[src/hdl/dmlc_pkg.sv]
`timescale 1ns / 1ps

package dmlc_pkg;

    localparam int unsigned SEEN_W     = 18;
    localparam int unsigned MID_DEPTH  = 2;
    localparam int unsigned OUT_DEPTH  = 2;
    localparam int unsigned CFG_IDX_W  = 2;

    localparam logic [SEEN_W-1:0] BIT_HEADER   = SEEN_W'(1) << 0;
    localparam logic [SEEN_W-1:0] BIT_MAP_LIST = SEEN_W'(1) << 7;
    localparam int unsigned       ID_BIT_LO    = 1;
    localparam logic [15:0]       LAST_ID_TYPE = 16'h0006;

    typedef enum logic [CFG_IDX_W-1:0] {
        CFG_FILE_SIZE   = 2'd0,
        CFG_DATA_SIZE   = 2'd1,
        CFG_DECLARED_ID = 2'd2
    } cfg_idx_t;

    typedef enum logic [3:0] {
        ST_OK          = 4'd0,
        ST_ORDER       = 4'd1,
        ST_PAST_END    = 4'd2,
        ST_TOO_MANY    = 4'd3,
        ST_UNKNOWN     = 4'd4,
        ST_DUPLICATE   = 4'd5,
        ST_MISS_HEADER = 4'd6,
        ST_MISS_MAP    = 4'd7,
        ST_MISS_STRING = 4'd8,
        ST_MISS_TYPE   = 4'd9,
        ST_MISS_PROTO  = 4'd10,
        ST_MISS_FIELD  = 4'd11,
        ST_MISS_METHOD = 4'd12,
        ST_MISS_CLASS  = 4'd13
    } status_t;

    typedef struct packed {
        logic [15:0] entry_type;
        logic [31:0] entry_offset;
        logic [31:0] entry_count;
        logic        is_last;
    } entry_t;

    typedef struct packed {
        logic [3:0]  status;
        logic        is_final;
        logic [31:0] data_item_count;
    } result_t;

    typedef struct packed {
        logic [31:0]       offset;
        logic [31:0]       count;
        logic [SEEN_W-1:0] type_bit;
        logic              is_data;
        logic              is_last;
    } work_t;

    function automatic logic [SEEN_W-1:0] type_bit(input logic [15:0] t);
        logic [SEEN_W-1:0] bit_v;
        bit_v = '0;
        if (t <= LAST_ID_TYPE)
        begin
            bit_v = SEEN_W'(1) << t[2:0];
        end
        else if (t >= 16'h1000 && t <= 16'h1003)
        begin
            bit_v = SEEN_W'(1) << (5'd7 + 5'(t[1:0]));
        end
        else if (t >= 16'h2000 && t <= 16'h2006)
        begin
            bit_v = SEEN_W'(1) << (5'd11 + 5'(t[2:0]));
        end
        return bit_v;
    endfunction

endpackage

[src/hdl/dex_map_list_checker_core.sv]
`timescale 1ns / 1ps
// An accepted entry is registered in the mid queue, its result in the out queue.
// Throughput: one entry per cycle unless full; back stage likewise unless res_full.
// Entries pass through a MID_DEPTH queue, results through an OUT_DEPTH queue.
// Reset (rst_n, async, active low) empties both queues, clears list state and
// sets file_size, data_size and declared_id_sections to zero.

module dex_map_list_checker_core #(
    parameter int unsigned MID_DEPTH = dmlc_pkg::MID_DEPTH,
    parameter int unsigned OUT_DEPTH = dmlc_pkg::OUT_DEPTH
) (
    input  logic                           clk,
    input  logic                           rst_n,
    input  logic                           push,
    output logic                           full,
    input  dmlc_pkg::entry_t               entry,
    output logic                           empty,
    input  logic                           pop,
    output dmlc_pkg::result_t              result,
    input  logic                           cfg_valid,
    output logic                           cfg_ready,
    input  logic [dmlc_pkg::CFG_IDX_W-1:0] cfg_index,
    input  logic [31:0]                    cfg_data
);

    dmlc_pkg::work_t   work_in;
    dmlc_pkg::work_t   work_out;
    dmlc_pkg::result_t res;
    logic              work_empty;
    logic              work_pop;
    logic              res_full;
    logic              res_push;

    dmlc_front u_front (
        .entry (entry),
        .work  (work_in)
    );

    dmlc_fifo #(
        .T     (dmlc_pkg::work_t),
        .DEPTH (MID_DEPTH)
    ) u_mid_q (
        .clk     (clk),
        .rst_n   (rst_n),
        .push    (push),
        .full    (full),
        .wr_data (work_in),
        .pop     (work_pop),
        .empty   (work_empty),
        .rd_data (work_out)
    );

    dmlc_back u_back (
        .clk        (clk),
        .rst_n      (rst_n),
        .cfg_valid  (cfg_valid),
        .cfg_ready  (cfg_ready),
        .cfg_index  (cfg_index),
        .cfg_data   (cfg_data),
        .work_empty (work_empty),
        .work       (work_out),
        .work_pop   (work_pop),
        .res_full   (res_full),
        .res_push   (res_push),
        .res        (res)
    );

    dmlc_fifo #(
        .T     (dmlc_pkg::result_t),
        .DEPTH (OUT_DEPTH)
    ) u_out_q (
        .clk     (clk),
        .rst_n   (rst_n),
        .push    (res_push),
        .full    (res_full),
        .wr_data (res),
        .pop     (pop),
        .empty   (empty),
        .rd_data (result)
    );

endmodule

[src/hdl/dmlc_fifo.sv]
`timescale 1ns / 1ps

module dmlc_fifo #(
    parameter type         T     = logic,
    parameter int unsigned DEPTH = 2
) (
    input  logic clk,
    input  logic rst_n,
    input  logic push,
    output logic full,
    input  T     wr_data,
    input  logic pop,
    output logic empty,
    output T     rd_data
);

    localparam int unsigned PTR_W = (DEPTH > 1) ? $clog2(DEPTH) : 1;
    localparam int unsigned CNT_W = $clog2(DEPTH + 1);

    T                 mem_reg [DEPTH];
    logic [PTR_W-1:0] wr_ptr_reg;
    logic [PTR_W-1:0] wr_ptr_next;
    logic [PTR_W-1:0] rd_ptr_reg;
    logic [PTR_W-1:0] rd_ptr_next;
    logic [CNT_W-1:0] count_reg;
    logic [CNT_W-1:0] count_next;
    logic             do_push;
    logic             do_pop;

    assign full    = (count_reg == CNT_W'(DEPTH));
    assign empty   = (count_reg == '0);
    assign do_push = push && !full;
    assign do_pop  = pop && !empty;
    assign rd_data = mem_reg[rd_ptr_reg];

    always_comb
    begin
        wr_ptr_next = wr_ptr_reg;
        rd_ptr_next = rd_ptr_reg;
        count_next  = count_reg;
        if (do_push)
        begin
            wr_ptr_next = (wr_ptr_reg == PTR_W'(DEPTH - 1)) ? '0 : wr_ptr_reg + 1'b1;
        end
        if (do_pop)
        begin
            rd_ptr_next = (rd_ptr_reg == PTR_W'(DEPTH - 1)) ? '0 : rd_ptr_reg + 1'b1;
        end
        if (do_push && !do_pop)
        begin
            count_next = count_reg + 1'b1;
        end
        else if (do_pop && !do_push)
        begin
            count_next = count_reg - 1'b1;
        end
    end

    always_ff @(posedge clk or negedge rst_n)
    begin
        if (!rst_n)
        begin
            wr_ptr_reg <= '0;
            rd_ptr_reg <= '0;
            count_reg  <= '0;
        end
        else
        begin
            wr_ptr_reg <= wr_ptr_next;
            rd_ptr_reg <= rd_ptr_next;
            count_reg  <= count_next;
        end
    end

    always_ff @(posedge clk)
    begin
        if (do_push)
        begin
            mem_reg[wr_ptr_reg] <= wr_data;
        end
    end

endmodule

[src/hdl/dmlc_front.sv]
`timescale 1ns / 1ps

module dmlc_front (
    input  dmlc_pkg::entry_t entry,
    output dmlc_pkg::work_t  work
);

    always_comb
    begin
        work.offset   = entry.entry_offset;
        work.count    = entry.entry_count;
        work.type_bit = dmlc_pkg::type_bit(entry.entry_type);
        work.is_data  = (entry.entry_type > dmlc_pkg::LAST_ID_TYPE);
        work.is_last  = entry.is_last;
    end

endmodule

[src/hdl/dmlc_back.sv]
`timescale 1ns / 1ps

module dmlc_back (
    input  logic                              clk,
    input  logic                              rst_n,
    input  logic                              cfg_valid,
    output logic                              cfg_ready,
    input  logic [dmlc_pkg::CFG_IDX_W-1:0]    cfg_index,
    input  logic [31:0]                       cfg_data,
    input  logic                              work_empty,
    input  dmlc_pkg::work_t                   work,
    output logic                              work_pop,
    input  logic                              res_full,
    output logic                              res_push,
    output dmlc_pkg::result_t                 res
);

    localparam int unsigned SW = dmlc_pkg::SEEN_W;

    logic [31:0]       file_size_reg;
    logic [31:0]       data_size_reg;
    logic [5:0]        declared_reg;

    logic              seen_first_reg;
    logic              seen_first_next;
    logic [31:0]       prev_offset_reg;
    logic [31:0]       prev_offset_next;
    logic [31:0]       left_reg;
    logic [31:0]       left_next;
    logic [31:0]       total_reg;
    logic [31:0]       total_next;
    logic [SW-1:0]     sections_reg;
    logic [SW-1:0]     sections_next;
    dmlc_pkg::status_t sticky_reg;
    dmlc_pkg::status_t sticky_next;

    logic              fire;

    assign cfg_ready = 1'b1;
    assign fire      = !work_empty && !res_full;
    assign work_pop  = fire;
    assign res_push  = fire;

    always_ff @(posedge clk or negedge rst_n)
    begin
        if (!rst_n)
        begin
            file_size_reg <= '0;
            data_size_reg <= '0;
            declared_reg  <= '0;
        end
        else if (cfg_valid)
        begin
            case (dmlc_pkg::cfg_idx_t'(cfg_index))
                dmlc_pkg::CFG_FILE_SIZE:   file_size_reg <= cfg_data;
                dmlc_pkg::CFG_DATA_SIZE:   data_size_reg <= cfg_data;
                dmlc_pkg::CFG_DECLARED_ID: declared_reg  <= cfg_data[5:0];
                default:                   ;
            endcase
        end
    end

    always_comb
    begin
        logic              first;
        logic [31:0]       left_eff;
        logic              bad_order;
        logic              bad_end;
        logic              bad_count;
        logic              charge;
        dmlc_pkg::status_t chk;
        dmlc_pkg::status_t verdict;
        logic [SW-1:0]     sections_upd;

        first            = !seen_first_reg;
        left_eff         = first ? data_size_reg : left_reg;
        bad_order        = !first && (prev_offset_reg >= work.offset);
        bad_end          = (work.offset >= file_size_reg);
        bad_count        = work.is_data && (work.count > left_eff);
        charge           = work.is_data && !bad_order && !bad_end && !bad_count;

        seen_first_next  = seen_first_reg;
        prev_offset_next = prev_offset_reg;
        left_next        = left_reg;
        total_next       = total_reg;
        sections_next    = sections_reg;
        sticky_next      = sticky_reg;
        chk              = dmlc_pkg::ST_OK;
        sections_upd     = sections_reg | work.type_bit;

        if (bad_order)
        begin
            chk = dmlc_pkg::ST_ORDER;
        end
        else if (bad_end)
        begin
            chk = dmlc_pkg::ST_PAST_END;
        end
        else if (bad_count)
        begin
            chk = dmlc_pkg::ST_TOO_MANY;
        end
        else if (work.type_bit == '0)
        begin
            chk = dmlc_pkg::ST_UNKNOWN;
        end
        else if ((sections_reg & work.type_bit) != '0)
        begin
            chk = dmlc_pkg::ST_DUPLICATE;
        end

        if (fire && sticky_reg == dmlc_pkg::ST_OK)
        begin
            if (!bad_order)
            begin
                seen_first_next = 1'b1;
                left_next       = left_eff;
            end
            if (charge)
            begin
                left_next  = left_eff - work.count;
                total_next = total_reg + work.count;
            end
            if (chk == dmlc_pkg::ST_OK)
            begin
                sections_next    = sections_upd;
                prev_offset_next = work.offset;
            end
            sticky_next = chk;
        end

        verdict = dmlc_pkg::ST_OK;
        if ((sections_next & dmlc_pkg::BIT_HEADER) == '0)
        begin
            verdict = dmlc_pkg::ST_MISS_HEADER;
        end
        else if ((sections_next & dmlc_pkg::BIT_MAP_LIST) == '0)
        begin
            verdict = dmlc_pkg::ST_MISS_MAP;
        end
        else if (declared_reg[0] && !sections_next[dmlc_pkg::ID_BIT_LO + 0])
        begin
            verdict = dmlc_pkg::ST_MISS_STRING;
        end
        else if (declared_reg[1] && !sections_next[dmlc_pkg::ID_BIT_LO + 1])
        begin
            verdict = dmlc_pkg::ST_MISS_TYPE;
        end
        else if (declared_reg[2] && !sections_next[dmlc_pkg::ID_BIT_LO + 2])
        begin
            verdict = dmlc_pkg::ST_MISS_PROTO;
        end
        else if (declared_reg[3] && !sections_next[dmlc_pkg::ID_BIT_LO + 3])
        begin
            verdict = dmlc_pkg::ST_MISS_FIELD;
        end
        else if (declared_reg[4] && !sections_next[dmlc_pkg::ID_BIT_LO + 4])
        begin
            verdict = dmlc_pkg::ST_MISS_METHOD;
        end
        else if (declared_reg[5] && !sections_next[dmlc_pkg::ID_BIT_LO + 5])
        begin
            verdict = dmlc_pkg::ST_MISS_CLASS;
        end

        if (fire && work.is_last && sticky_next == dmlc_pkg::ST_OK)
        begin
            sticky_next = verdict;
        end

        res.status          = 4'(sticky_next);
        res.is_final        = work.is_last;
        res.data_item_count = total_next;

        if (fire && work.is_last)
        begin
            seen_first_next  = 1'b0;
            prev_offset_next = '0;
            left_next        = '0;
            total_next       = '0;
            sections_next    = '0;
            sticky_next      = dmlc_pkg::ST_OK;
        end
    end

    always_ff @(posedge clk or negedge rst_n)
    begin
        if (!rst_n)
        begin
            seen_first_reg  <= 1'b0;
            prev_offset_reg <= '0;
            left_reg        <= '0;
            total_reg       <= '0;
            sections_reg    <= '0;
            sticky_reg      <= dmlc_pkg::ST_OK;
        end
        else
        begin
            seen_first_reg  <= seen_first_next;
            prev_offset_reg <= prev_offset_next;
            left_reg        <= left_next;
            total_reg       <= total_next;
            sections_reg    <= sections_next;
            sticky_reg      <= sticky_next;
        end
    end

`ifndef SYNTH
    a_no_push_when_full : assert property (@(posedge clk) disable iff (!rst_n)
        res_full |-> !res_push)
        else $error("result pushed into a full queue");

    a_clear_after_last : assert property (@(posedge clk) disable iff (!rst_n)
        fire && work.is_last |=> !seen_first_reg && sticky_reg == dmlc_pkg::ST_OK
            && sections_reg == '0 && total_reg == '0)
        else $error("list state not cleared after last entry");

    a_sticky_holds : assert property (@(posedge clk) disable iff (!rst_n)
        sticky_reg != dmlc_pkg::ST_OK && !(fire && work.is_last)
            |=> $stable(sticky_reg) && $stable(total_reg) && $stable(sections_reg))
        else $error("state changed after sticky error");

    a_header_before_ok : assert property (@(posedge clk) disable iff (!rst_n)
        fire && work.is_last && res.status == 4'(dmlc_pkg::ST_OK)
            |-> (sections_reg | work.type_bit) != '0)
        else $error("ok verdict without any section");
`endif

endmodule
[config.mk]
export PLATFORM = sky130hd
export DESIGN_NAME = dex_map_list_checker_core
export DESIGN_NICKNAME = d
export VERILOG_FILES = /design/src/hdl/dmlc_pkg.sv /design/src/hdl/dex_map_list_checker_core.sv /design/src/hdl/dmlc_fifo.sv /design/src/hdl/dmlc_front.sv /design/src/hdl/dmlc_back.sv
export SDC_FILE = /design/constraint.sdc
export NUM_CORES = 1
export LEC_CHECK = 0
export BUFFER_PORTS_ARGS = -buffer_cell sky130_fd_sc_hd__buf_2
export CORE_MARGIN = 8
export CORE_UTILIZATION = 40
export CTS_CLUSTER_DIAMETER = 80
export DETAILED_ROUTE_END_ITERATION = 8
export GPL_TIMING_DRIVEN = 0
export SYNTH_ARGS = -nofsm -noshare
export SYNTH_HDL_FRONTEND = slang
export SYNTH_HIERARCHICAL = 1
export SYNTH_SLANG_ARGS = --single-unit
[constraint.sdc]
create_clock -name clk -period 4.85 [get_ports clk]
set_input_delay 0.2425 -clock clk [delete_from_list [all_inputs] [get_ports clk]]
set_output_delay 0.2425 -clock clk [all_outputs]
set_load 0.005 [all_outputs]
==> results.md <==
* Clock tree from TritonCTS: built
* DRC viols at 0
* Total I/O pin count at 160
* IO buf count at 92
* Gr ovfl total at 0
* Placed Area at 24800 um^2
* Max reg flops at 168
* Post-route worst setup slack at 0.142 ns
* Dpl hpwl at 45.4 mm
* Row cnt at 88
* Final setup vio count at 0
* Initial antenna violation count at 2
* VDD IR-drop max at 0.273 mV
* Setup WS pre-CTS at -0.940 ns
* Worst slew pin tran at 0.928 ns
* Worst-path cell chain: buf_6, buf_6, mux2_2, ha_1, fa_1, nand2b_1, a21oi_2, o21ba_2, a22o_1, o2111a_1, nor2_1, or3_4, buf_2, a311oi_1, nor2_1
* GR Util All Layers at 0.179
* Synth Flop Type: edfxtp_1
* Yosys warning count at 6
* Vias in the first global route at 16801
* Die width at 257 um
* Hold Slack at 0.0370 ns
* Synth top area share at 0.313
* Worst Path Required at 5.16 ns
* Period Utilization, post-route at 0.971
* DR iter-0 viols at 1049
* HP Class: in -> reg
* Total die area at 66100 um^2
* Fin. max-slew vios at 0
* Core Box Area at 57600 um^2
* Crit-path max FO at 10
* Gp weighted congestion at 0.884
* Worst Path Buf+Inv at 3
* Synth area leaders: edfxtp_1 (31%), dfrtp_1 (21%), ha_1 (7.0%)
* Clock transition at path regs at 0.06 ns
* Seq/Total Area, Yosys at 0.525
* Nets at 2558
* First-pass GRT wire length at 94.4 mm
* Clock Latency Late Sink at 0.59 ns
* CP Launch Type: flip-flop
* Syn nets at 2314
* Cell accounting for the most synthesized area: edfxtp_1
* # H-tree levels at 2
* Util after Layout at 0.479
* Initial core utilization at 0.404
* #FFs+latches synth at 439
* Fmax at 212 MHz
* Clock skew at 0.0171 ns
* Post-synth EDFFs at 242
* Final wirelength at 60.3 mm
* Max_cap viols at 0
* Cells after synthesis at 2062
* Most frequent cells in the layout: edfxtp_1 (242), nand2_1 (226), dfrtp_1 (197), a21oi_1 (137), ha_1 (130)
* Crit Path Class: reg -> reg
* Leak at 0.0118 uW
* Worst setup EP type: flip-flop
* Mean Syn Cell Area at 11.3 um^2
* DRT Pass-1 Iters at 5
* Tmin final at 4.71 ns
* Ratio of cells with drive above 1 in the final layout at 0.195
* Post-synthesis cell type count at 84
* CP delay by family, top: compound AO/OA/AOI/OAI gates
* Total power at 17600 uW
* Post-route cell area at 27600 um^2
* Num CTS Buffers at 47
* CP max stage cell: or3_4
* PD cells at 638 nW/um^2
* Root buffer cell: clkbuf_16
* Mapped Area at 23200 um^2
* Die height at 257 um
* Area Overhead vs Synth at 18.5%
* Sinks on Clock Net at 439
* Total number of vias at 16358
* Final Hold Fails at 0
* WL per Instance at 19.4 um
* Largest net degree at the start of global routing at 104
* Max incr delay on CP at 0.49 ns
* Slew HR at 0.381
* Data arrival, critical path at 5.02 ns
* Detail Route Antenna Nets at 0
* Vias per cell at 5.26
* Most common cell after layout, fill and taps aside: edfxtp_1
* Status: finished, final reports clean
* Post-synth ARST share at 0.449
* Maximum root-to-sink buffer count at 3
## area by class of cell
class,instances,area [um^2]
diodes,2,5.00
plain buffers,142,915
clock buffers,62,1270
clock inverters,26,307
fillers,5210,30000
inverters,129,484
multi-input cells,1349,9820
flip-flops and latches,439,12200
well taps,765,957
repair buffers,198,1600
## repair_timing
item / in CTS / in global routing
endpoints found under the hold margin: 294 / 0
hold buffers: 98 / 0
pin swaps: 1 / 2
setup endpoints to repair: 176 / 116
resized for setup: 22 / 28
setup buffers: 2 / 0
## final timing paths
| kind | slack (ns) | start | endpoint | depth (start not counted) |
|---|---|---|---|---|
| worst max-delay path | 0.14 | u_mid_q/rd_ptr_reg | u_out_q/mem_reg[0][28] | 15 |
| worst min-delay path | 0.04 | push | u_mid_q/wr_ptr_reg | 3 |
| worst max register to register | 0.14 | u_mid_q/rd_ptr_reg | u_out_q/mem_reg[0][28] | 15 |
| worst min register to register | 0.48 | u_back/left_reg[13] | u_back/left_reg[13] | 2 |
| max in group asynchronous | 3.59 | rst_n | u_back/total_reg[2] | 3 |
| min in group asynchronous | 0.25 | rst_n | u_mid_q/wr_ptr_reg | 2 |
## synthesized netlist by cell type, types with 21 or more instances
master and n:
a21oi_1 138, xnor2_1 30, nor3_1 21, nor2_1 105, o21ai_0 122, mux2_2 121, nand4_1 27, and2_1 42
edfxtp_1 242, mux2_1 50, buf_4 70, a21o_1 34, dfrtp_1 197, clkbuf_1 48, nand2_1 227, ha_1 130
xor2_1 25, inv_1 129
## worst reg2reg max path: cells and delay by family (launching register included)
family,cells,cell delay (ns)
AOI/OAI and AO/OA,5,1.28
and+or+nand+nor,4,0.96
buffers and inverters,3,0.70
adders and majority gates,2,0.68
muxes,1,0.43
DFF,1,0.38
## where the power goes
group	leakage, uW	switching [uW]	internal (uW)
logic	0.00615	5100	3310
clock network	0.000778	1510	2180
registers	0.00483	339	5160
## logic make-up after synthesis
| logic type | count (synthesis) | share of synthesized area |
|---|---|---|
| compound gates | 419 | 0.112 |
| xor+xnor | 55 | 0.0207 |
| fa+ha+maj | 132 | 0.0717 |
| buf+inv | 274 | 0.0593 |
| flops | 439 | 0.525 |
| mux | 202 | 0.100 |
| other cells | 1 | 0.000161 |
| simple gates | 540 | 0.111 |
## per-layer routing
layer,vias up,GRT usage,part of all wire
met3,93,0.0231,0.041
met1,8003,0.239,0.46
met2,409,0.294,0.47
met4,0,0.0661,0.032
li1,7853,-,-
met5,-,0,0
## metrics by stage
| stage | cells | setup TNS, ns |
|---|---|---|
| 3_5_place_dp | 2925 | -82.46 |
| 4_1_cts | 3111 | -0.000131 |
| 5_1_grt | 3112 | -0.0318 |
| 6_report | 3112 | 0 |
| 2_1_floorplan | 2062 | 0 |
| 3_3_place_gp | 2919 | -275.62 |
Power figures use the tool's default switching activity.
